File: config.mk
export PLATFORM = sky130hd
export DESIGN_NAME = ev1527_pulse_width_encoder_core_flat
export DESIGN_NICKNAME = d
export VERILOG_FILES = /design/src/design/ev1527_pkg.sv /design/src/design/ev1527_if.sv /design/src/design/ev1527_cfg.sv /design/src/design/ev1527_fsm.sv /design/src/design/ev1527_pulse_width_encoder_core.sv /design/src/flat_wrapper.sv
export VERILOG_INCLUDE_DIRS = /design/src /design/src/design
export SDC_FILE = /design/constraint.sdc
export NUM_CORES = 1
export LEC_CHECK = 0
export BUFFER_PORTS_ARGS = -buffer_cell sky130_fd_sc_hd__buf_2
export CORE_MARGIN = 5
export CORE_UTILIZATION = 40
export DETAILED_ROUTE_END_ITERATION = 10
export MAX_ROUTING_LAYER = met4
export PLACE_DENSITY_LB_ADDON = 0.1
export SYNTH_ARGS = -nofsm -noshare
export SYNTH_HDL_FRONTEND = slang
export SYNTH_SLANG_ARGS = --single-unit
export TNS_END_PERCENT = 1
File: constraint.sdc
create_clock -name clk -period 9.6 [get_ports clk]
set_input_delay 2.88 -clock clk [delete_from_list [all_inputs] [get_ports clk]]
set_output_delay 2.88 -clock clk [all_outputs]
set_load 0.1 [all_outputs]
File: src/design/ev1527_pulse_width_encoder_core_macros.svh
// Assertion macros shared by the pulse-width encoder RTL.
`ifndef EV1527_PULSE_WIDTH_ENCODER_CORE_MACROS_SVH
`define EV1527_PULSE_WIDTH_ENCODER_CORE_MACROS_SVH

// Same-cycle implication, disabled while reset is asserted.
`define EV1527_ASSERT_IMP(lbl, clk, rst_n, ante, cons, msg) \
  lbl: assert property (@(posedge clk) disable iff (!rst_n) (ante) |-> (cons)) \
    else $error(msg);

// Next-cycle implication, disabled while reset is asserted.
`define EV1527_ASSERT_NXT(lbl, clk, rst_n, ante, cons, msg) \
  lbl: assert property (@(posedge clk) disable iff (!rst_n) (ante) |=> (cons)) \
    else $error(msg);

`endif

File: src/design/ev1527_pkg.sv
// Types and constants shared by the pulse-width encoder modules.
package ev1527_pkg;

  localparam int CODE_W = 24;
  localparam int UNIT_W = 8;
  localparam int TICK_W = 13;
  localparam int ADDR_W = 3;
  localparam int DATA_W = 32;

  // Phase lengths in pulse units.
  localparam int SYNC_LO_UNITS  = 31;
  localparam int BIT_LONG_UNITS = 3;

  localparam logic [UNIT_W-1:0] UNIT_TICKS_RESET = 8'd4;

  // Register index, taken from the word address.
  localparam logic [ADDR_W-3:0] REG_UNIT_TICKS = 1'b0;

  // Action codes of an input item.
  localparam logic ACT_TICK  = 1'b0;
  localparam logic ACT_START = 1'b1;

  typedef enum logic [2:0] {
    PH_IDLE    = 3'd0,
    PH_SYNC_HI = 3'd1,
    PH_SYNC_LO = 3'd2,
    PH_BIT_HI  = 3'd3,
    PH_BIT_LO  = 3'd4
  } phase_t;

  typedef struct packed {
    logic              action;
    logic [CODE_W-1:0] code;
  } in_item_t;

  typedef struct packed {
    logic rf_level;
    logic tx_led;
    logic busy_res;
    logic start_ignored;
  } out_item_t;

endpackage

File: src/design/ev1527_if.sv
// Valid/ready channel interfaces for the encoder's request and result streams.
interface ev1527_in_if;
  logic                          valid;
  logic                          ready;
  logic                          action;
  logic [ev1527_pkg::CODE_W-1:0] code;

  modport source (output valid, action, code, input ready);
  modport sink (input valid, action, code, output ready);
endinterface

interface ev1527_out_if;
  logic valid;
  logic ready;
  logic rf_level;
  logic tx_led;
  logic busy_res;
  logic start_ignored;

  modport source (output valid, rf_level, tx_led, busy_res, start_ignored, input ready);
  modport sink (input valid, rf_level, tx_led, busy_res, start_ignored, output ready);
endinterface

File: src/design/ev1527_cfg.sv
// APB-style register file holding the pulse unit length.
module ev1527_cfg (
  input  logic                                clk,
  input  logic                                rst_n,
  input  logic                                psel,
  input  logic                                penable,
  input  logic                                pwrite,
  input  logic [ev1527_pkg::ADDR_W-1:0]       paddr,
  input  logic [ev1527_pkg::DATA_W-1:0]       pwdata,
  output logic [ev1527_pkg::DATA_W-1:0]       prdata,
  output logic                                pready,
  output logic [ev1527_pkg::UNIT_W-1:0]       unit_ticks
);

  logic [ev1527_pkg::UNIT_W-1:0]   unit_ticks_r;
  logic [ev1527_pkg::ADDR_W-3:0]   reg_idx;
  logic                            wr_en;

  // Word index and write strobe of the access phase.
  assign pready  = 1'b1;
  assign reg_idx = paddr[ev1527_pkg::ADDR_W-1:2];
  assign wr_en   = psel & penable & pwrite & pready;

  // Unit length register.
  always_ff @(posedge clk) begin
    if (!rst_n) begin
      unit_ticks_r <= ev1527_pkg::UNIT_TICKS_RESET;
    end else if (wr_en && (reg_idx == ev1527_pkg::REG_UNIT_TICKS)) begin
      unit_ticks_r <= pwdata[ev1527_pkg::UNIT_W-1:0];
    end
  end

  // Read data; unmapped words read as zero.
  always_comb begin
    prdata = '0;
    if (reg_idx == ev1527_pkg::REG_UNIT_TICKS) begin
      prdata = {{(ev1527_pkg::DATA_W - ev1527_pkg::UNIT_W){1'b0}}, unit_ticks_r};
    end
  end

  assign unit_ticks = unit_ticks_r;

endmodule

File: src/design/ev1527_fsm.sv
// Frame sequencer: phase state machine, code shifter and tick counter.
`include "ev1527_pulse_width_encoder_core_macros.svh"

module ev1527_fsm #(
  parameter int CODE_BITS = 24
) (
  input  logic                          clk,
  input  logic                          rst_n,
  input  logic                          step,
  input  ev1527_pkg::in_item_t          item,
  input  logic [ev1527_pkg::UNIT_W-1:0] unit_ticks,
  output ev1527_pkg::out_item_t         result
);

  localparam int BL_W = $clog2(CODE_BITS + 1);

  ev1527_pkg::phase_t               phase_r, phase_nxt;
  logic [CODE_BITS-1:0]             code_shift_r, code_shift_nxt;
  logic [BL_W-1:0]                  bits_left_r, bits_left_nxt;
  logic [ev1527_pkg::TICK_W-1:0]    tick_count_r, tick_count_nxt;

  logic [ev1527_pkg::UNIT_W-1:0]    unit_len;
  logic [ev1527_pkg::TICK_W-1:0]    len_one, len_three, len_sync, phase_len, tick_inc;
  logic [BL_W-1:0]                  bits_dec;
  logic                             busy, level, cur_bit;

  // Phase lengths from the current unit length; a zero unit counts as one.
  assign unit_len  = (unit_ticks == '0) ? ev1527_pkg::UNIT_W'(1) : unit_ticks;
  assign len_one   = ev1527_pkg::TICK_W'(unit_len);
  assign len_three = len_one * ev1527_pkg::TICK_W'(ev1527_pkg::BIT_LONG_UNITS);
  assign len_sync  = len_one * ev1527_pkg::TICK_W'(ev1527_pkg::SYNC_LO_UNITS);
  assign cur_bit   = code_shift_r[0];
  assign tick_inc  = tick_count_r + ev1527_pkg::TICK_W'(1);
  assign bits_dec  = (bits_left_r != '0) ? bits_left_r - BL_W'(1) : '0;

  // Decode of the current phase: busy flag, pin level and phase length.
  always_comb begin
    busy      = 1'b0;
    level     = 1'b0;
    phase_len = len_one;
    case (phase_r)
      ev1527_pkg::PH_SYNC_HI: begin
        busy  = 1'b1;
        level = 1'b1;
      end
      ev1527_pkg::PH_SYNC_LO: begin
        busy      = 1'b1;
        phase_len = len_sync;
      end
      ev1527_pkg::PH_BIT_HI: begin
        busy      = 1'b1;
        level     = 1'b1;
        phase_len = cur_bit ? len_three : len_one;
      end
      ev1527_pkg::PH_BIT_LO: begin
        busy      = 1'b1;
        phase_len = cur_bit ? len_one : len_three;
      end
      default: begin
        busy = 1'b0;
      end
    endcase
  end

  // Next state and result for the item being processed.
  always_comb begin
    phase_nxt      = phase_r;
    code_shift_nxt = code_shift_r;
    bits_left_nxt  = bits_left_r;
    tick_count_nxt = tick_count_r;
    result         = '0;
    if (item.action == ev1527_pkg::ACT_START) begin
      result.busy_res = 1'b1;
      result.tx_led   = 1'b1;
      if (busy) begin
        result.start_ignored = 1'b1;
        result.rf_level      = level;
      end else begin
        code_shift_nxt  = CODE_BITS'(item.code);
        bits_left_nxt   = BL_W'(CODE_BITS);
        phase_nxt       = ev1527_pkg::PH_SYNC_HI;
        tick_count_nxt  = '0;
        result.rf_level = 1'b1;
      end
    end else if (busy) begin
      result.busy_res = 1'b1;
      result.tx_led   = 1'b1;
      result.rf_level = level;
      tick_count_nxt  = tick_inc;
      if (tick_inc >= phase_len) begin
        tick_count_nxt = '0;
        case (phase_r)
          ev1527_pkg::PH_SYNC_HI: phase_nxt = ev1527_pkg::PH_SYNC_LO;
          ev1527_pkg::PH_SYNC_LO: phase_nxt = ev1527_pkg::PH_BIT_HI;
          ev1527_pkg::PH_BIT_HI:  phase_nxt = ev1527_pkg::PH_BIT_LO;
          ev1527_pkg::PH_BIT_LO: begin
            code_shift_nxt = code_shift_r >> 1;
            bits_left_nxt  = bits_dec;
            phase_nxt      = (bits_dec == '0) ? ev1527_pkg::PH_IDLE : ev1527_pkg::PH_BIT_HI;
          end
          default: phase_nxt = ev1527_pkg::PH_IDLE;
        endcase
      end
    end else begin
      phase_nxt = ev1527_pkg::PH_IDLE;
    end
  end

  // State registers advance once per processed item.
  always_ff @(posedge clk) begin
    if (!rst_n) begin
      phase_r      <= ev1527_pkg::PH_IDLE;
      code_shift_r <= '0;
      bits_left_r  <= '0;
      tick_count_r <= '0;
    end else if (step) begin
      phase_r      <= phase_nxt;
      code_shift_r <= code_shift_nxt;
      bits_left_r  <= bits_left_nxt;
      tick_count_r <= tick_count_nxt;
    end
  end

  // A start is only ever flagged as ignored while a frame is running.
  `EV1527_ASSERT_IMP(a_ignored_busy, clk, rst_n, step && result.start_ignored, phase_r != ev1527_pkg::PH_IDLE, "start ignored while idle")
  // The sequencer holds its phase when no item is processed.
  `EV1527_ASSERT_NXT(a_phase_hold, clk, rst_n, !step, $stable(phase_r), "phase moved without an item")
  // A running frame always has at least one data bit left.
  `EV1527_ASSERT_IMP(a_bits_left, clk, rst_n, phase_r != ev1527_pkg::PH_IDLE, bits_left_r != '0, "frame running with no bits left")

endmodule

File: src/design/ev1527_pulse_width_encoder_core.sv
// Pulse-width frame encoder top level: input register, sequencer and result register.
//
// Usage: each transfer on in_chan is one item: action 0 is one time tick,
// action 1 a start request carrying a code word. Every item yields exactly one
// transfer on out_chan with the RF pin level, LED, busy flag and an
// ignored-start flag. A start while idle opens a frame: a sync (high one unit,
// low 31 units) and then CODE_BITS data bits, least significant first.
// A unit lasts unit_ticks ticks, set through the APB-style port at word 0.
// An item passes from the input register through the sequencer into the result
// register, which offers its result. The core takes one item per cycle while out_chan
// takes results; the phase, tick counter and code shifter update between the two.
// Reset (synchronous, rst_n low) empties both registers, returns the sequencer
// to idle and sets unit_ticks to 4. When the receiver stalls, the result
// register holds its item and the input register takes one more item; after
// that in_chan.ready drops until the result is taken.
// Write unit_ticks only while no items are in flight.
`include "ev1527_pulse_width_encoder_core_macros.svh"

module ev1527_pulse_width_encoder_core #(
  parameter int CODE_BITS = 24
) (
  input  logic                          clk,
  input  logic                          rst_n,
  ev1527_in_if.sink                     in_chan,
  ev1527_out_if.source                  out_chan,
  input  logic                          psel,
  input  logic                          penable,
  input  logic                          pwrite,
  input  logic [ev1527_pkg::ADDR_W-1:0] paddr,
  input  logic [ev1527_pkg::DATA_W-1:0] pwdata,
  output logic [ev1527_pkg::DATA_W-1:0] prdata,
  output logic                          pready
);

  logic                          in_valid_r;
  ev1527_pkg::in_item_t          in_data_r;
  logic                          out_valid_r;
  ev1527_pkg::out_item_t         out_data_r;
  ev1527_pkg::out_item_t         result;
  logic [ev1527_pkg::UNIT_W-1:0] unit_ticks;
  logic                          advance, step, in_ready;

  ev1527_cfg u_cfg (
    .clk        (clk),
    .rst_n      (rst_n),
    .psel       (psel),
    .penable    (penable),
    .pwrite     (pwrite),
    .paddr      (paddr),
    .pwdata     (pwdata),
    .prdata     (prdata),
    .pready     (pready),
    .unit_ticks (unit_ticks)
  );

  ev1527_fsm #(
    .CODE_BITS (CODE_BITS)
  ) u_fsm (
    .clk        (clk),
    .rst_n      (rst_n),
    .step       (step),
    .item       (in_data_r),
    .unit_ticks (unit_ticks),
    .result     (result)
  );

  // Pipeline flow control: the result register frees up when empty or taken.
  assign advance       = !out_valid_r || out_chan.ready;
  assign step          = in_valid_r && advance;
  assign in_ready      = !in_valid_r || advance;
  assign in_chan.ready = in_ready;

  // Input register.
  always_ff @(posedge clk) begin
    if (!rst_n) begin
      in_valid_r <= 1'b0;
    end else if (in_ready) begin
      in_valid_r <= in_chan.valid;
    end
  end

  always_ff @(posedge clk) begin
    if (in_ready && in_chan.valid) begin
      in_data_r.action <= in_chan.action;
      in_data_r.code   <= in_chan.code;
    end
  end

  // Result register.
  always_ff @(posedge clk) begin
    if (!rst_n) begin
      out_valid_r <= 1'b0;
    end else if (advance) begin
      out_valid_r <= step;
    end
  end

  always_ff @(posedge clk) begin
    if (step) begin
      out_data_r <= result;
    end
  end

  assign out_chan.valid         = out_valid_r;
  assign out_chan.rf_level      = out_data_r.rf_level;
  assign out_chan.tx_led        = out_data_r.tx_led;
  assign out_chan.busy_res      = out_data_r.busy_res;
  assign out_chan.start_ignored = out_data_r.start_ignored;

  // A processed item always lands in the result register.
  `EV1527_ASSERT_NXT(a_step_out, clk, rst_n, step, out_valid_r, "processed item lost")
  // A waiting input item is kept intact until it is processed.
  `EV1527_ASSERT_NXT(a_in_hold, clk, rst_n, in_valid_r && !advance, in_valid_r && $stable(in_data_r), "waiting input item changed")
  // The LED always mirrors the busy flag.
  `EV1527_ASSERT_IMP(a_led_busy, clk, rst_n, out_valid_r, out_data_r.tx_led == out_data_r.busy_res, "LED differs from busy flag")

endmodule
File: src/flat_wrapper.sv
// flat-port wrapper written by rule: the top's interface ports become plain ports
module ev1527_pulse_width_encoder_core_flat 
#(
  parameter int CODE_BITS = 24
)
  (clk, rst_n, psel, penable, pwrite, paddr, pwdata, prdata, pready, in_chan_valid, in_chan_action, in_chan_code, in_chan_ready, out_chan_valid, out_chan_rf_level, out_chan_tx_led, out_chan_busy_res, out_chan_start_ignored, out_chan_ready);
  ev1527_in_if in_chan_i ();
  ev1527_out_if out_chan_i ();
  input  logic clk;
  input  logic rst_n;
  input  logic psel;
  input  logic penable;
  input  logic pwrite;
  input  logic [ev1527_pkg::ADDR_W-1:0] paddr;
  input  logic [ev1527_pkg::DATA_W-1:0] pwdata;
  output logic [ev1527_pkg::DATA_W-1:0] prdata;
  output logic pready;
  input wire logic [$bits(in_chan_i.valid)-1:0] in_chan_valid;
  input wire logic [$bits(in_chan_i.action)-1:0] in_chan_action;
  input wire logic [$bits(in_chan_i.code)-1:0] in_chan_code;
  output wire logic [$bits(in_chan_i.ready)-1:0] in_chan_ready;
  output wire logic [$bits(out_chan_i.valid)-1:0] out_chan_valid;
  output wire logic [$bits(out_chan_i.rf_level)-1:0] out_chan_rf_level;
  output wire logic [$bits(out_chan_i.tx_led)-1:0] out_chan_tx_led;
  output wire logic [$bits(out_chan_i.busy_res)-1:0] out_chan_busy_res;
  output wire logic [$bits(out_chan_i.start_ignored)-1:0] out_chan_start_ignored;
  input wire logic [$bits(out_chan_i.ready)-1:0] out_chan_ready;
  assign in_chan_i.valid = in_chan_valid;
  assign in_chan_i.action = in_chan_action;
  assign in_chan_i.code = in_chan_code;
  assign in_chan_ready = in_chan_i.ready;
  assign out_chan_valid = out_chan_i.valid;
  assign out_chan_rf_level = out_chan_i.rf_level;
  assign out_chan_tx_led = out_chan_i.tx_led;
  assign out_chan_busy_res = out_chan_i.busy_res;
  assign out_chan_start_ignored = out_chan_i.start_ignored;
  assign out_chan_i.ready = out_chan_ready;
  ev1527_pulse_width_encoder_core #(.CODE_BITS(CODE_BITS)) u_core (.clk(clk), .rst_n(rst_n), .in_chan(in_chan_i), .out_chan(out_chan_i), .psel(psel), .penable(penable), .pwrite(pwrite), .paddr(paddr), .pwdata(pwdata), .prdata(prdata), .pready(pready));
endmodule
**Word level (Yosys, flattened, before mapping)**

Index checks and enable logic that the tools add are counted.

- Word-level logic and storage cells: 77
- Bits in latches: 0
- Memories: 0
- RAM bits: 0
- Input port bits: 67
- Output and inout bits: 39
- Bits in read-only memories: 0
- Flip-flop bits (word level): 84

- Divide/modulo/power cells: 0
- Order comparisons: 1
- Equality and inequality tests: 6
- Add/subtract/negate cells: 2
- Shifts and indexed selects: 0
- Reduce and logical (&&, ||, !) cells: 18
- Mux-type cells: 32
- $mul: 2
- Bitwise gates (word level): 3

Operators by type and width:

| kind | count |
|---|---|
| two-way mux 24 bit | 5 |
| two-way mux 13 bit | 4 |
| one-hot mux 13 bit (3 select lines) | 1 |
| two-way mux 5 bit | 6 |
| two-way mux 10 bit | 2 |
| two-way mux 3 bit | 6 |
| two-way mux 8 bit | 2 |
| adder 13 x 1 -> 13 bit, second input constant | 1 |
| >= comparator 13 bit | 1 |
| multiplier 8 x 5 -> 13 bit, second input constant | 1 |
| one-hot mux 3 bit (4 select lines) | 1 |
| multiplier 8 x 2 -> 10 bit, second input constant | 1 |
| zero test 8 bit | 1 |
| == test 3 x 2 -> 1 bit, second input constant | 2 |
| AND reduction 3 bit | 2 |
| nonzero test 2 bit | 3 |
| zero test 5 bit | 1 |
| AND reduction 5 bit | 1 |
| nonzero test 5 bit | 1 |
| subtractor 5 x 1 -> 5 bit, second input constant | 1 |
| two-way mux 1 bit | 4 |
| OR reduction 4 bit | 1 |
| == test 3 x 1 -> 1 bit, second input constant | 1 |
| == test 3 bit, second input constant | 1 |
| other kinds (9) | 14 |

**Depth between registers and ports, before layout**

Gate-level depths: netlist of the first run.

- Depth after elaboration: 9
- Gate-level depth with buffers: 31
- Mapped depth without buffers: 27

**Hierarchy**

From an unflattened synthesis of the first run, not the netlist that was laid out.

- Cells, all modules: 592
- Area total of the unflattened synthesis: 5,495.3 um^2

By module, submodules not included:

| module | instances | area an instance (um^2) | cells each | seq. area each (um^2) |
|---|---|---|---|---|
| ev1527_fsm | 1 | 3,925.0 | 484 | 900.9 |
| ev1527_pulse_width_encoder_core | 1 | 974.7 | 38 | 910.9 |
| ev1527_cfg | 1 | 595.6 | 70 | 160.2 |

**Worst setup path before layout of the first run**

No wires, ideal clock.

- Kind: input-to-output
- Start point: input paddr[2] (netlist bit)
- End point: output prdata[0] (netlist bit)
- Data required time: 6,720 ps
- Arrival time: 4,400 ps
- Path buffers: 1
- Slack: 2,320 ps
- Stages on the path: 2
- Cells stage by stage: clkbuf_1 > nor2b_1

- Word-level cells in the longest chain between the ends: 1

Ends and longest elaborated chain:

| what | RTL line | RTL |
|---|---|---|
| start, declared | flat_wrapper.sv:14 | `input logic [ev1527_pkg::ADDR_W-1:0] paddr;` |
| two-way mux 8 bit | ev1527_cfg.sv:36 | `if (reg_idx == ev1527_pkg::REG_UNIT_TICKS) begin` |
| end, declared | flat_wrapper.sv:16 | `output logic [ev1527_pkg::DATA_W-1:0] prdata;` |

Every way passes these cells.

**Worst setup path in the final report of the first run**

- Start point: register u_core.u_cfg.unit_ticks_r (netlist bit u_core.u_cfg.unit_ticks[6])
- End point: register u_core.u_fsm.bits_left_r[3]

- Word-level cells in the longest chain between the ends: 8
- Elaborated cells on any way between the ends: 10
- Classes of those cells: mul (2); order compare (1); mux (4); reduce/logical (3)

Ends and longest elaborated chain:

| what | RTL line | RTL |
|---|---|---|
| start, declared | ev1527_cfg.sv:15 | `logic [ev1527_pkg::UNIT_W-1:0] unit_ticks_r;` |
| start signal, assigned | ev1527_cfg.sv:27 | `unit_ticks_r <= ev1527_pkg::UNIT_TICKS_RESET;` |
| start signal, assigned | ev1527_cfg.sv:29 | `unit_ticks_r <= pwdata[ev1527_pkg::UNIT_W-1:0];` |
| zero test 8 bit | ev1527_fsm.sv:28 | `assign unit_len = (unit_ticks == '0) ? ev1527_pkg::UNIT_W'(1) : unit_ticks;` |
| two-way mux 8 bit * | ev1527_fsm.sv:28 |  |
| multiplier 8 x 2 -> 10 bit | ev1527_fsm.sv:30 | `assign len_three = len_one * ev1527_pkg::TICK_W'(ev1527_pkg::BIT_LONG_UNITS);` |
| two-way mux 10 bit, on equally long branches | ev1527_fsm.sv:57, ev1527_fsm.sv:53 |  |
| one-hot mux 13 bit (3 select lines) * | ev1527_fsm.sv:41 | `case (phase_r)` |
| >= comparator 13 bit * | ev1527_fsm.sv:90 | `if (tick_inc >= phase_len) begin` |
| nonzero test 2 bit (no source line) * | -- |  |
| AND reduction 5 bit (no source line) * | -- |  |
| end signal, assigned | ev1527_fsm.sv:119 | `bits_left_r <= bits_left_nxt;` |
| end, declared | ev1527_fsm.sv:19 | `logic [BL_W-1:0] bits_left_r, bits_left_nxt;` |

Mark *: on every way between the ends. The rest lies on a longest branch, timed or not.
A chain may end at the register's enable or synchronous reset.

==> metrics.md, run 1 <==
| Metric | Value |
|---|---|
| Status | `complete, no violations` |
| Synth area leaders | `dfxtp_1, edfxtp_1, ha_1` |
| Layout cell share with drive strength beyond 1 | `12.5%` |
| Top post-synthesis cells by count | `nand2_1, dfxtp_1, ha_1, inv_1, nor2_1` |
| Clock Skews | `0.00944 ns` |
| Avg Inst Size Synth | `8.85 um^2` |
| Unrepaired setup endpoints after global routing | `false` |
| Routed via count | `5071` |
| Vias in the first global route | `4796` |
| Post-synth ARST share | `0%` |
| Htree depth | `3` |
| Setup CP Type | `register to register` |
| Die Span Y | `132 um` |
| Buf/Inv on CP | `4` |
| CTS tree | `yes` |
| Fmax | `144 MHz` |
| Yosys warning count | `0` |
| Chip width | `132 um` |
| Critical-path top delay cell | `a21oi_1` |
| Setup ws final | `2.65 ns` |
| Final nets | `826` |
| Clock Latency Late Sink | `0.35 ns` |
| Pin count of the biggest net entering global routing | `63` |
| Setup bufs post-CTS | `0` |
| XOR/XNOR share of the synthesized area | `3.23%` |
| Psw | `0.290 mW` |
| Detailed-placement wirelength estimate | `10.6 mm` |
| Clk root buf | `clkbuf_16` |
| Seq/Total Area, Yosys | `32.5%` |
| Switching part of the total power | `30.8%` |
| Final Hold Viols | `0` |
| VDD IR max | `0.149 mV` |
| Adder-cell share of the synthesized area | `14.8%` |
| Slew @ Worst Pin | `1.19 ns` |
| Initial Util | `40.9%` |
| Crit path launch type | `register` |
| Post-synthesis instance total | `674` |
| Seq pwr share | `42.0%` |
| Layout area overhead | `9.35%` |
| First-pass DRT Iterations | `5` |
| Setup crit end kind | `register` |
| CTS Buffer Depth | `2` |
| Row count | `44` |
| Final Core Density | `44.7%` |
| Synth Area in Simple Gates | `16.8%` |
| #FFs+latches synth | `83` |
| Total Routing Usage GR | `17.0%` |
| Die area | `17500 um^2` |
| Number of synthesized flops with an enable pin | `28` |
| Slew HR | `20.7%` |
| Final period utilization | `72.3%` |
| Aggregate global routing overflow | `0` |
| Final setup vio count | `0` |
| Core Box Area | `14600 um^2` |
| Hold Crit Class | `register to register` |
| Initial antenna violation count | `0` |
| Post-synth top area cell | `dfxtp_1` |
| Final WL | `14.7 mm` |
| Drt drc | `0` |
| Final GP Congestion | `0.856` |
| Max cap viols | `0` |
| Post-synth top flop | `dfxtp_1` |
| Clock share of power | `38.5%` |
| Port buffer count | `54` |
| First-pass GRT wire length | `24.0 mm` |
| Critical Path Fanout Max | `60` |
| # hold bufs at CTS | `0` |
| Critical Path AT | `7.24 ns` |
| Clk slew on worst S/H paths | `0.07 ns` |
| Max-slew violation count | `0` |
| Vias per cell | `5.72` |
| Post-Syn Area | `5970 um^2` |
| Setup TNS | `0 ns` |
| Crit-path max cell delay | `0.55 ns` |
| Placed cells | `871` |
| Post-CTS Resized | `0` |
| Routed len/inst | `16.5 um` |
| ANT nets after route | `0` |
| Gate power share | `19.5%` |
| Int Power | `0.652 mW` |
| Top cell by count, worst path | `inv_1` |
| DP Worst Slack | `2.64 ns` |
| Non-filler cells, final | `887` |
| Top-area cell type share of the netlist area | `18.4%` |
| Crit path max-delay family | `adder cells` |
| P_leak | `2.79 nW` |
| Area fraction in compound gates after synthesis | `22.5%` |
| Period minus WS final | `6.95 ns` |
| Clock sinks | `83` |
| Most common cell in the netlist | `nand2_1` |
| Main combinational cell family by area after synthesis | `compound AO/OA/AOI/OAI gates` |
| Netlist cell types | `66` |
| IO Pins | `106` |
| Ant diodes | `0` |
| Initial drt markers | `411` |
| Mux cell area share after synthesis | `0.881%` |
| Req. time, crit path | `9.89 ns` |
| Power Total | `0.942 mW` |
| CTS Buf Count | `9` |
| PwrDens | `144 nW/um^2` |
## cell type report
type	count	area (um^2)
fill	1417	8060
multi-input combinational	501	3570
sequential	83	1940
timing repair buffer	59	308
clock buffer	12	256
tap	184	230
inverter	44	165
clock inverter	4	56.3
## power groups by stage
stage          clock [mW]  sequential [mW]  combinational (mW)
2_1_floorplan           0            0.405               0.155
3_3_place_gp            0            0.403               0.180
3_5_place_dp            0            0.403               0.183
4_1_cts             0.372            0.395               0.184
5_1_grt             0.390            0.398               0.200
6_report            0.363            0.396               0.183
## registers in the layout, indices dropped and copies added, names as in the netlist
register	cells
u_core.in_valid_r	1
u_core.u_fsm.code_shift_r	24
u_core.out_chan.start_ignored	1
u_core.u_fsm.bits_left_r	5
u_core.out_chan.valid	1
u_core.out_chan.rf_level	1
u_core.u_fsm.phase_r	3
u_core.u_fsm.tick_count_r	13
u_core.u_cfg.unit_ticks	8
u_core.in_data_r	25
u_core.out_chan.tx_led	1
## layer usage
metal | share of wire, % | up-vias | GRT usage [%]
met1 | 49 | 2491 | 23.7
met3 | 4.0 | 9 | 2.90
met4 | 0.72 | 0 | 3.43
met2 | 46 | 100 | 26.0
li1 | - | 2471 | -
met5 | 0 | - | -
## worst reg2reg max path: cells and delay by family, from the launching register on
family	cells	cell delay, ns
buf+inv	4	0.29
simple gates	6	1.33
fa+ha+maj	6	2.45
compound gates	9	2.35
flops	1	0.46
## final timing paths
kind                                  from                             to  slack (ns)  cells after the start
min          u_core.u_fsm.code_shift_r[23]  u_core.u_fsm.code_shift_r[23]        0.47                      2
max reg2reg     u_core.u_cfg.unit_ticks[6]    u_core.u_fsm.bits_left_r[3]        2.65                     25
max             u_core.u_cfg.unit_ticks[6]    u_core.u_fsm.bits_left_r[3]        2.65                     25
min reg2reg  u_core.u_fsm.code_shift_r[23]  u_core.u_fsm.code_shift_r[23]        0.47                      2
## cell families (layout without fill, tap and decap cells)
family / count (synthesis) / in the layout
xor+xnor: 22 / 22
compound gates: 178 / 178
mux: 5 / 5
flops: 83 / 83
buf+inv: 113 / 119
other cells: 2 / 25
simple gates: 210 / 210
fa+ha+maj: 61 / 61
## through the flow
step / area, um^2 / hold WS, ns
after global routing: 6530 / 0.491
after global placement: 6210 / 0.455
after detailed placement: 6210 / 0.465
after floorplan: 6050 / 0.446
final: 6530 / 0.473
after CTS: 6530 / 0.474
## cells in the final DEF (no fill, tap or decap), types with 9 or more instances in the layout
| master | count |
|---|---|
| buf_2 | 54 |
| nor2_1 | 37 |
| dfxtp_1 | 55 |
| nand2b_1 | 9 |
| nand4_1 | 10 |
| nand2_1 | 78 |
| clkbuf_16 | 9 |
| conb_1 | 25 |
| fa_1 | 16 |
| inv_1 | 44 |
| edfxtp_1 | 28 |
| a22o_1 | 22 |
| xnor2_1 | 16 |
| ha_1 | 45 |
| o21ai_0 | 16 |
| a221oi_1 | 22 |
| a311oi_1 | 22 |
| nand3_1 | 34 |
| a21oi_1 | 36 |
Note: power is estimated with default switching activity, not from simulation.
==> inputs of run 2 (changes only) <==
==> constraint.sdc (replaced) <==
create_clock -name clk -period 5.9 [get_ports clk]
set_input_delay 1.77 -clock clk [delete_from_list [all_inputs] [get_ports clk]]
set_output_delay 1.77 -clock clk [all_outputs]
set_load 0.1 [all_outputs]
==> metrics.md, run 2 (same netlist as run 1, synthesis figures left out) <==
| Metric | Value |
|---|---|
| Hold Crit Class | `register to register (unchanged)` |
| VDD IR max | `0.176 mV (was 0.149 mV)` |
| Worst r2r path cells | `26 (was 25)` |
| Aggregate global routing overflow | `0 (unchanged)` |
| P_leak | `3.00 nW (was 2.79 nW)` |
| Period minus WS final | `5.62 ns (was 6.95 ns)` |
| DP Worst Slack | `-0.0695 ns (was 2.64 ns)` |
| Final nets | `866 (was 826)` |
| Crit path from | `u_core.u_cfg.unit_ticks[6] (unchanged)` |
| Core Box Area | `14600 um^2 (unchanged)` |
| Placed Area | `6500 um^2 (was 6210 um^2)` |
| Power Total | `1.50 mW (was 0.942 mW)` |
| Fillers | `1377 (was 1417)` |
| Unrepaired setup endpoints after global routing | `false (unchanged)` |
| CTS tree | `yes (unchanged)` |
| Chip width | `132 um (unchanged)` |
| Commonest non-fill, non-tap cells in the layout | `nand2_1, dfxtp_1, buf_2 (unchanged)` |
| Req. time, crit path | `6.15 ns (was 9.89 ns)` |
| Clock Skews | `0.00914 ns (was 0.00944 ns)` |
| Grt met3 use | `2.63% (was 2.90%)` |
| Crit Reg-Reg Startpoint | `u_core.u_cfg.unit_ticks[6] (unchanged)` |
| Busiest grt layer | `met2 (unchanged)` |
| Initial antenna violation count | `0 (unchanged)` |
| Layout cell share with drive strength beyond 1 | `19.9% (was 12.5%)` |
| Final Hold Viols | `0 (unchanged)` |
| Setup crit end kind | `register (unchanged)` |
| Final WL | `15.6 mm (was 14.7 mm)` |
| Ant diodes | `0 (unchanged)` |
| Final Cell Area | `6940 um^2 (was 6530 um^2)` |
| Die Span Y | `132 um (unchanged)` |
| Total Routing Usage GR | `17.9% (was 17.0%)` |
| Critical Path AT | `5.87 ns (was 7.24 ns)` |
| Top flop regs | `u_core.in_data_r x25, u_core.u_fsm.code_shift_r x24, u_core.u_fsm.tick_count_r x13 (unchanged)` |
| Worst setup endpoint | `u_core.u_fsm.code_shift_r[0] (was u_core.u_fsm.bits_left_r[3])` |
| Final Core Density | `47.6% (was 44.7%)` |
| Commonest non-fill, non-tap cell in the layout | `nand2_1 (unchanged)` |
| Clk root buf | `clkbuf_16 (unchanged)` |
| First-pass GRT wire length | `25.3 mm (was 24.0 mm)` |
| Reg-to-reg endpoint | `u_core.u_fsm.code_shift_r[0] (was u_core.u_fsm.bits_left_r[3])` |
| Critical Path Fanout Max | `8 (was 60)` |
| R2R Setup Slk | `0.28 ns (was 2.65 ns)` |
| CTS Buf Count | `9 (unchanged)` |
| Max cap viols | `0 (unchanged)` |
| PwrDens | `217 nW/um^2 (was 144 nW/um^2)` |
| Htree depth | `3 (unchanged)` |
| First-pass DRT Iterations | `5 (unchanged)` |
| Drt drc | `0 (unchanged)` |
| CTS Buffer Depth | `2 (unchanged)` |
| Vias per cell | `5.63 (was 5.72)` |
| Slew HR | `24.3% (was 20.7%)` |
| Port buffer count | `54 (unchanged)` |
| IO Pins | `106 (unchanged)` |
| Slew @ Worst Pin | `1.14 ns (was 1.19 ns)` |
| Row count | `44 (unchanged)` |
| Placed cells | `908 (was 871)` |
| Routed via count | `5221 (was 5071)` |
| Final period utilization | `95.3% (was 72.3%)` |
| Clk slew on worst S/H paths | `0.06 ns (was 0.07 ns)` |
| Initial Util | `40.9% (unchanged)` |
| Vias in the first global route | `5068 (was 4796)` |
| Die area | `17500 um^2 (unchanged)` |
| Clock sinks | `83 (unchanged)` |
| Most flop-heavy register | `u_core.in_data_r (unchanged)` |
| Clock Latency Late Sink | `0.35 ns (about the same)` |
| Met1 usage | `24.2% (was 23.7%)` |
| Status | `complete, no violations (unchanged)` |
| Hold_ws | `0.470 ns (was 0.473 ns)` |
| Setup TNS | `0 ns (unchanged)` |
| Detailed-placement wirelength estimate | `11.2 mm (was 10.6 mm)` |
| Layout area overhead | `16.4% (was 9.35%)` |
| Final setup vio count | `0 (unchanged)` |
| Crit path launch type | `register (unchanged)` |
| Fmax | `178 MHz (was 144 MHz)` |
| Setup CP Type | `register to register (unchanged)` |
| Routed len/inst | `16.9 um (was 16.5 um)` |
| Final GP Congestion | `0.852 (was 0.856)` |
| ANT nets after route | `0 (unchanged)` |
| Max FFs per register | `25 (unchanged)` |
| Setup ws final | `0.280 ns (was 2.65 ns)` |
| Non-filler cells, final | `927 (was 887)` |
| Pin count of the biggest net entering global routing | `63 (unchanged)` |
| Max-slew violation count | `0 (unchanged)` |
| Initial drt markers | `301 (was 411)` |
| GR Util met2 | `28.1% (was 26.0%)` |
-- run 2: final cells by class --
cell class / count / area [um^2] / share of cell area (%)
flip-flops and latches: 83 / 1940 / 28.0
clock inverters: 6 / 40.0 / 0.577
multi-input cells: 501 / 3700 / 53.3
inverters: 44 / 165 / 2.38
clock buffers: 10 / 229 / 3.30
repair buffers: 99 / 638 / 9.19
well taps: 184 / 230 / 3.32
-- run 2: metal layers --
| metal | routed length, um | up-vias |
|---|---|---|
| met4 | 191 | 0 |
| met3 | 726 | 13 |
| li1 | - | 2552 |
| met1 | 7390 | 2503 |
| met5 | 0 | - |
| met2 | 7330 | 153 |
-- run 2: worst min-delay path by stage --
stage                                             start  cells after the start                             to
final                     u_core.u_fsm.code_shift_r[23]                      2  u_core.u_fsm.code_shift_r[23]
after detailed placement  u_core.u_fsm.code_shift_r[23]                      2  u_core.u_fsm.code_shift_r[23]
after CTS                 u_core.u_fsm.code_shift_r[23]                      2  u_core.u_fsm.code_shift_r[23]
after floorplan           u_core.u_fsm.code_shift_r[23]                      2  u_core.u_fsm.code_shift_r[23]
after global routing      u_core.u_fsm.code_shift_r[23]                      2  u_core.u_fsm.code_shift_r[23]
after global placement    u_core.u_fsm.code_shift_r[23]                      2  u_core.u_fsm.code_shift_r[23]
-- run 2: timing repair --
action	in CTS	in global routing
hold buffers	0	0
resized for setup	6	17
endpoints found under the setup margin	34	45
gates cloned	0	1
pin swaps	1	3
buffers inserted	0	2
-- run 2: critical path, cell delays in order (launching register included) --
cell,delay (ns)
dfxtp_1,0.33
inv_1,0.07
ha_1,0.20
nand3_2,0.09
nand2b_4,0.15
nand2_1,0.10
fa_1,0.52
inv_1,0.06
fa_1,0.49
inv_1,0.05
fa_1,0.49
inv_1,0.07
ha_4,0.28
o21a_1,0.11
o31a_1,0.21
o31ai_2,0.08
buf_4,0.15
a21boi_2,0.16
nor3_1,0.06
nand3b_1,0.27
ha_4,0.36
nand4_2,0.13
a2111oi_4,0.22
o21ai_2,0.11
and2_4,0.20
or4_1,0.48
o311ai_1,0.09
-- run 2: where the power goes --
group          internal, mW  switching [mW]
combinational         0.111           0.227
sequential            0.622          0.0220
clock                 0.285           0.237
total                  1.02           0.486
==> inputs of run 3 (changes only) <==
--- a/config.mk
+++ b/config.mk
@@ -7,7 +7,7 @@
 export NUM_CORES = 1
 export LEC_CHECK = 0
 export BUFFER_PORTS_ARGS = -buffer_cell sky130_fd_sc_hd__buf_2
-export CORE_MARGIN = 5
+export CORE_MARGIN = 2
 export CORE_UTILIZATION = 40
 export DETAILED_ROUTE_END_ITERATION = 10
 export MAX_ROUTING_LAYER = met4
==> metrics.md, run 3 (same netlist as run 1, synthesis figures left out) <==
| Metric | Value |
|---|---|
| Status | `complete, no violations (unchanged)` |
| Clock Skews | `0.00858 ns (was 0.00914 ns)` |
| Max FFs per register | `25 (unchanged)` |
| Busiest grt layer | `met2 (unchanged)` |
| Top flop regs | `u_core.in_data_r x25, u_core.u_fsm.code_shift_r x24, u_core.u_fsm.tick_count_r x13 (unchanged)` |
| Total Routing Usage GR | `19.3% (was 17.9%)` |
| ANT nets after route | `0 (unchanged)` |
| Routed len/inst | `16.6 um (was 16.9 um)` |
| CTS Buffer Depth | `2 (unchanged)` |
| Hold Crit Class | `register to register (unchanged)` |
| Clock sinks | `83 (unchanged)` |
| GR Util met2 | `29.3% (was 28.1%)` |
| Setup crit end kind | `register (unchanged)` |
| Final period utilization | `96.3% (was 95.3%)` |
| Drt drc | `0 (unchanged)` |
| Final Core Density | `48.9% (was 47.6%)` |
| # hold bufs at CTS | `0 (unchanged)` |
| Aggregate global routing overflow | `0 (unchanged)` |
| Clock Latency Late Sink | `0.34 ns (was 0.35 ns)` |
| Placed Area | `6500 um^2 (about the same)` |
| Final GP Congestion | `0.842 (was 0.852)` |
| Final setup vio count | `0 (unchanged)` |
| Htree depth | `3 (unchanged)` |
| Req. time, crit path | `6.13 ns (was 6.15 ns)` |
| Detailed-placement wirelength estimate | `10.7 mm (was 11.2 mm)` |
| Max-slew violation count | `0 (unchanged)` |
| Initial antenna violation count | `0 (unchanged)` |
| Final nets | `869 (was 866)` |
| Period minus WS final | `5.68 ns (was 5.62 ns)` |
| CTS tree | `yes (unchanged)` |
| Layout cell share with drive strength beyond 1 | `22.1% (was 19.9%)` |
| Fmax | `176 MHz (was 178 MHz)` |
| Port buffer count | `54 (unchanged)` |
| PwrDens | `217 nW/um^2 (about the same)` |
| Row count | `44 (unchanged)` |
| IO Pins | `106 (unchanged)` |
| Ant diodes | `0 (unchanged)` |
| Final WL | `15.4 mm (was 15.6 mm)` |
| Placed cells | `907 (was 908)` |
| Layout area overhead | `19.0% (was 16.4%)` |
| Vias in the first global route | `4935 (was 5068)` |
| VDD IR max | `0.167 mV (was 0.176 mV)` |
| Commonest non-fill, non-tap cells in the layout | `nand2_1, dfxtp_1, buf_2 (unchanged)` |
| Critical Path AT | `5.91 ns (was 5.87 ns)` |
| Clk slew on worst S/H paths | `0.06 ns (about the same)` |
| Slew HR | `37.0% (was 24.3%)` |
| Most flop-heavy register | `u_core.in_data_r (unchanged)` |
| Met1 usage | `26.6% (was 24.2%)` |
| Die area | `15900 um^2 (was 17500 um^2)` |
| Critical Path Fanout Max | `5 (was 8)` |
| Routed via count | `5211 (was 5221)` |
| Power Total | `1.54 mW (was 1.50 mW)` |
| First-pass DRT Iterations | `5 (unchanged)` |
| Core Box Area | `14500 um^2 (was 14600 um^2)` |
| Initial Util | `41.1% (was 40.9%)` |
| P_leak | `3.09 nW (was 3.00 nW)` |
| Worst r2r path cells | `27 (was 26)` |
| Max cap viols | `0 (unchanged)` |
| Chip width | `126 um (was 132 um)` |
| Final Hold Viols | `0 (unchanged)` |
| Die Span Y | `126 um (was 132 um)` |
| Grt met3 use | `3.31% (was 2.63%)` |
| Final Cell Area | `7100 um^2 (was 6940 um^2)` |
| Setup TNS | `0 ns (unchanged)` |
| CTS Buf Count | `9 (unchanged)` |
| Non-filler cells, final | `930 (was 927)` |
| Setup CP Type | `register to register (unchanged)` |
| Hold Crit Depth | `2 (unchanged)` |
| Commonest non-fill, non-tap cell in the layout | `nand2_1 (unchanged)` |
| Initial drt markers | `319 (was 301)` |
| First-pass GRT wire length | `24.4 mm (was 25.3 mm)` |
| Clk root buf | `clkbuf_16 (unchanged)` |
| Slew @ Worst Pin | `0.943 ns (was 1.14 ns)` |
| Crit path launch type | `register (unchanged)` |
| Pin count of the biggest net entering global routing | `63 (unchanged)` |
| Vias per cell | `5.60 (was 5.63)` |
## run 3: cell count changes in the layout (fill, tap and decap cells not counted), sizes merged
cell    delta
and2       +1
buf        +2
clkbuf     +1
clkinv     -2
inv        +1
## run 3: metrics by stage
stage                     hold slack [ns]  setup WS, ns
after floorplan                     0.446        0.0695
after global placement              0.463       -0.0564
after detailed placement            0.467        -0.219
after CTS                           0.479       0.00475
after global routing                0.500       -0.0936
final                               0.481         0.221
## run 3: metal layers
metal	share of wire, %	vias up
met5	0	-
met4	0.95	0
met3	4.8	12
met2	46	165
met1	48	2476
li1	-	2558
## run 3: power by group
group          switching (mW)  internal [mW]
sequential             0.0232          0.622
combinational           0.235          0.118
clock                   0.234          0.309
## run 3: critical path, stage by stage (launching register included)
cell      delay (ns)
dfxtp_1         0.31
inv_1           0.09
ha_1            0.17
nand3_2         0.08
nand2b_4        0.17
nand2_2         0.09
buf_4           0.11
inv_1           0.05
ha_1            0.29
inv_1           0.06
fa_1            0.51
fa_1            0.51
inv_2           0.05
ha_4            0.22
nor2b_1         0.14
o31a_1          0.33
o31ai_4         0.25
buf_4           0.15
nand2_1         0.07
a21oi_2         0.20
a211oi_1        0.09
ha_1            0.38
nand2_2         0.09
o21a_1          0.18
o211a_1         0.23
and2_4          0.20
or4_1           0.46
o311ai_1        0.10
## run 3: area by class of cell
class                   count  area (um^2)
clock buffers              11          253
clock inverters             5         35.0
fillers                  1387         7430
inverters                  44          165
multi-input cells         502         3810
flip-flops and latches     83         1940
well taps                 184          230
repair buffers            101          664
## run 3: path summary, 6_finish.rpt
path / start / to / slack, ns
setup reg to reg: u_core.u_cfg.unit_ticks[7] / u_core.u_fsm.code_shift_r[0] / 0.22
hold / removal: u_core.u_fsm.code_shift_r[23] / u_core.u_fsm.code_shift_r[23] / 0.48
setup / recovery: u_core.u_cfg.unit_ticks[7] / u_core.u_fsm.code_shift_r[0] / 0.22
hold reg to reg: u_core.u_fsm.code_shift_r[23] / u_core.u_fsm.code_shift_r[23] / 0.48
## run 3: what timing repair did
action | in CTS | in global routing
cloned | 0 | 2
setup buffers | 0 | 5
pin swaps | 1 | 14
setup endpoints to repair | 39 | 44
resized for setup | 6 | 36
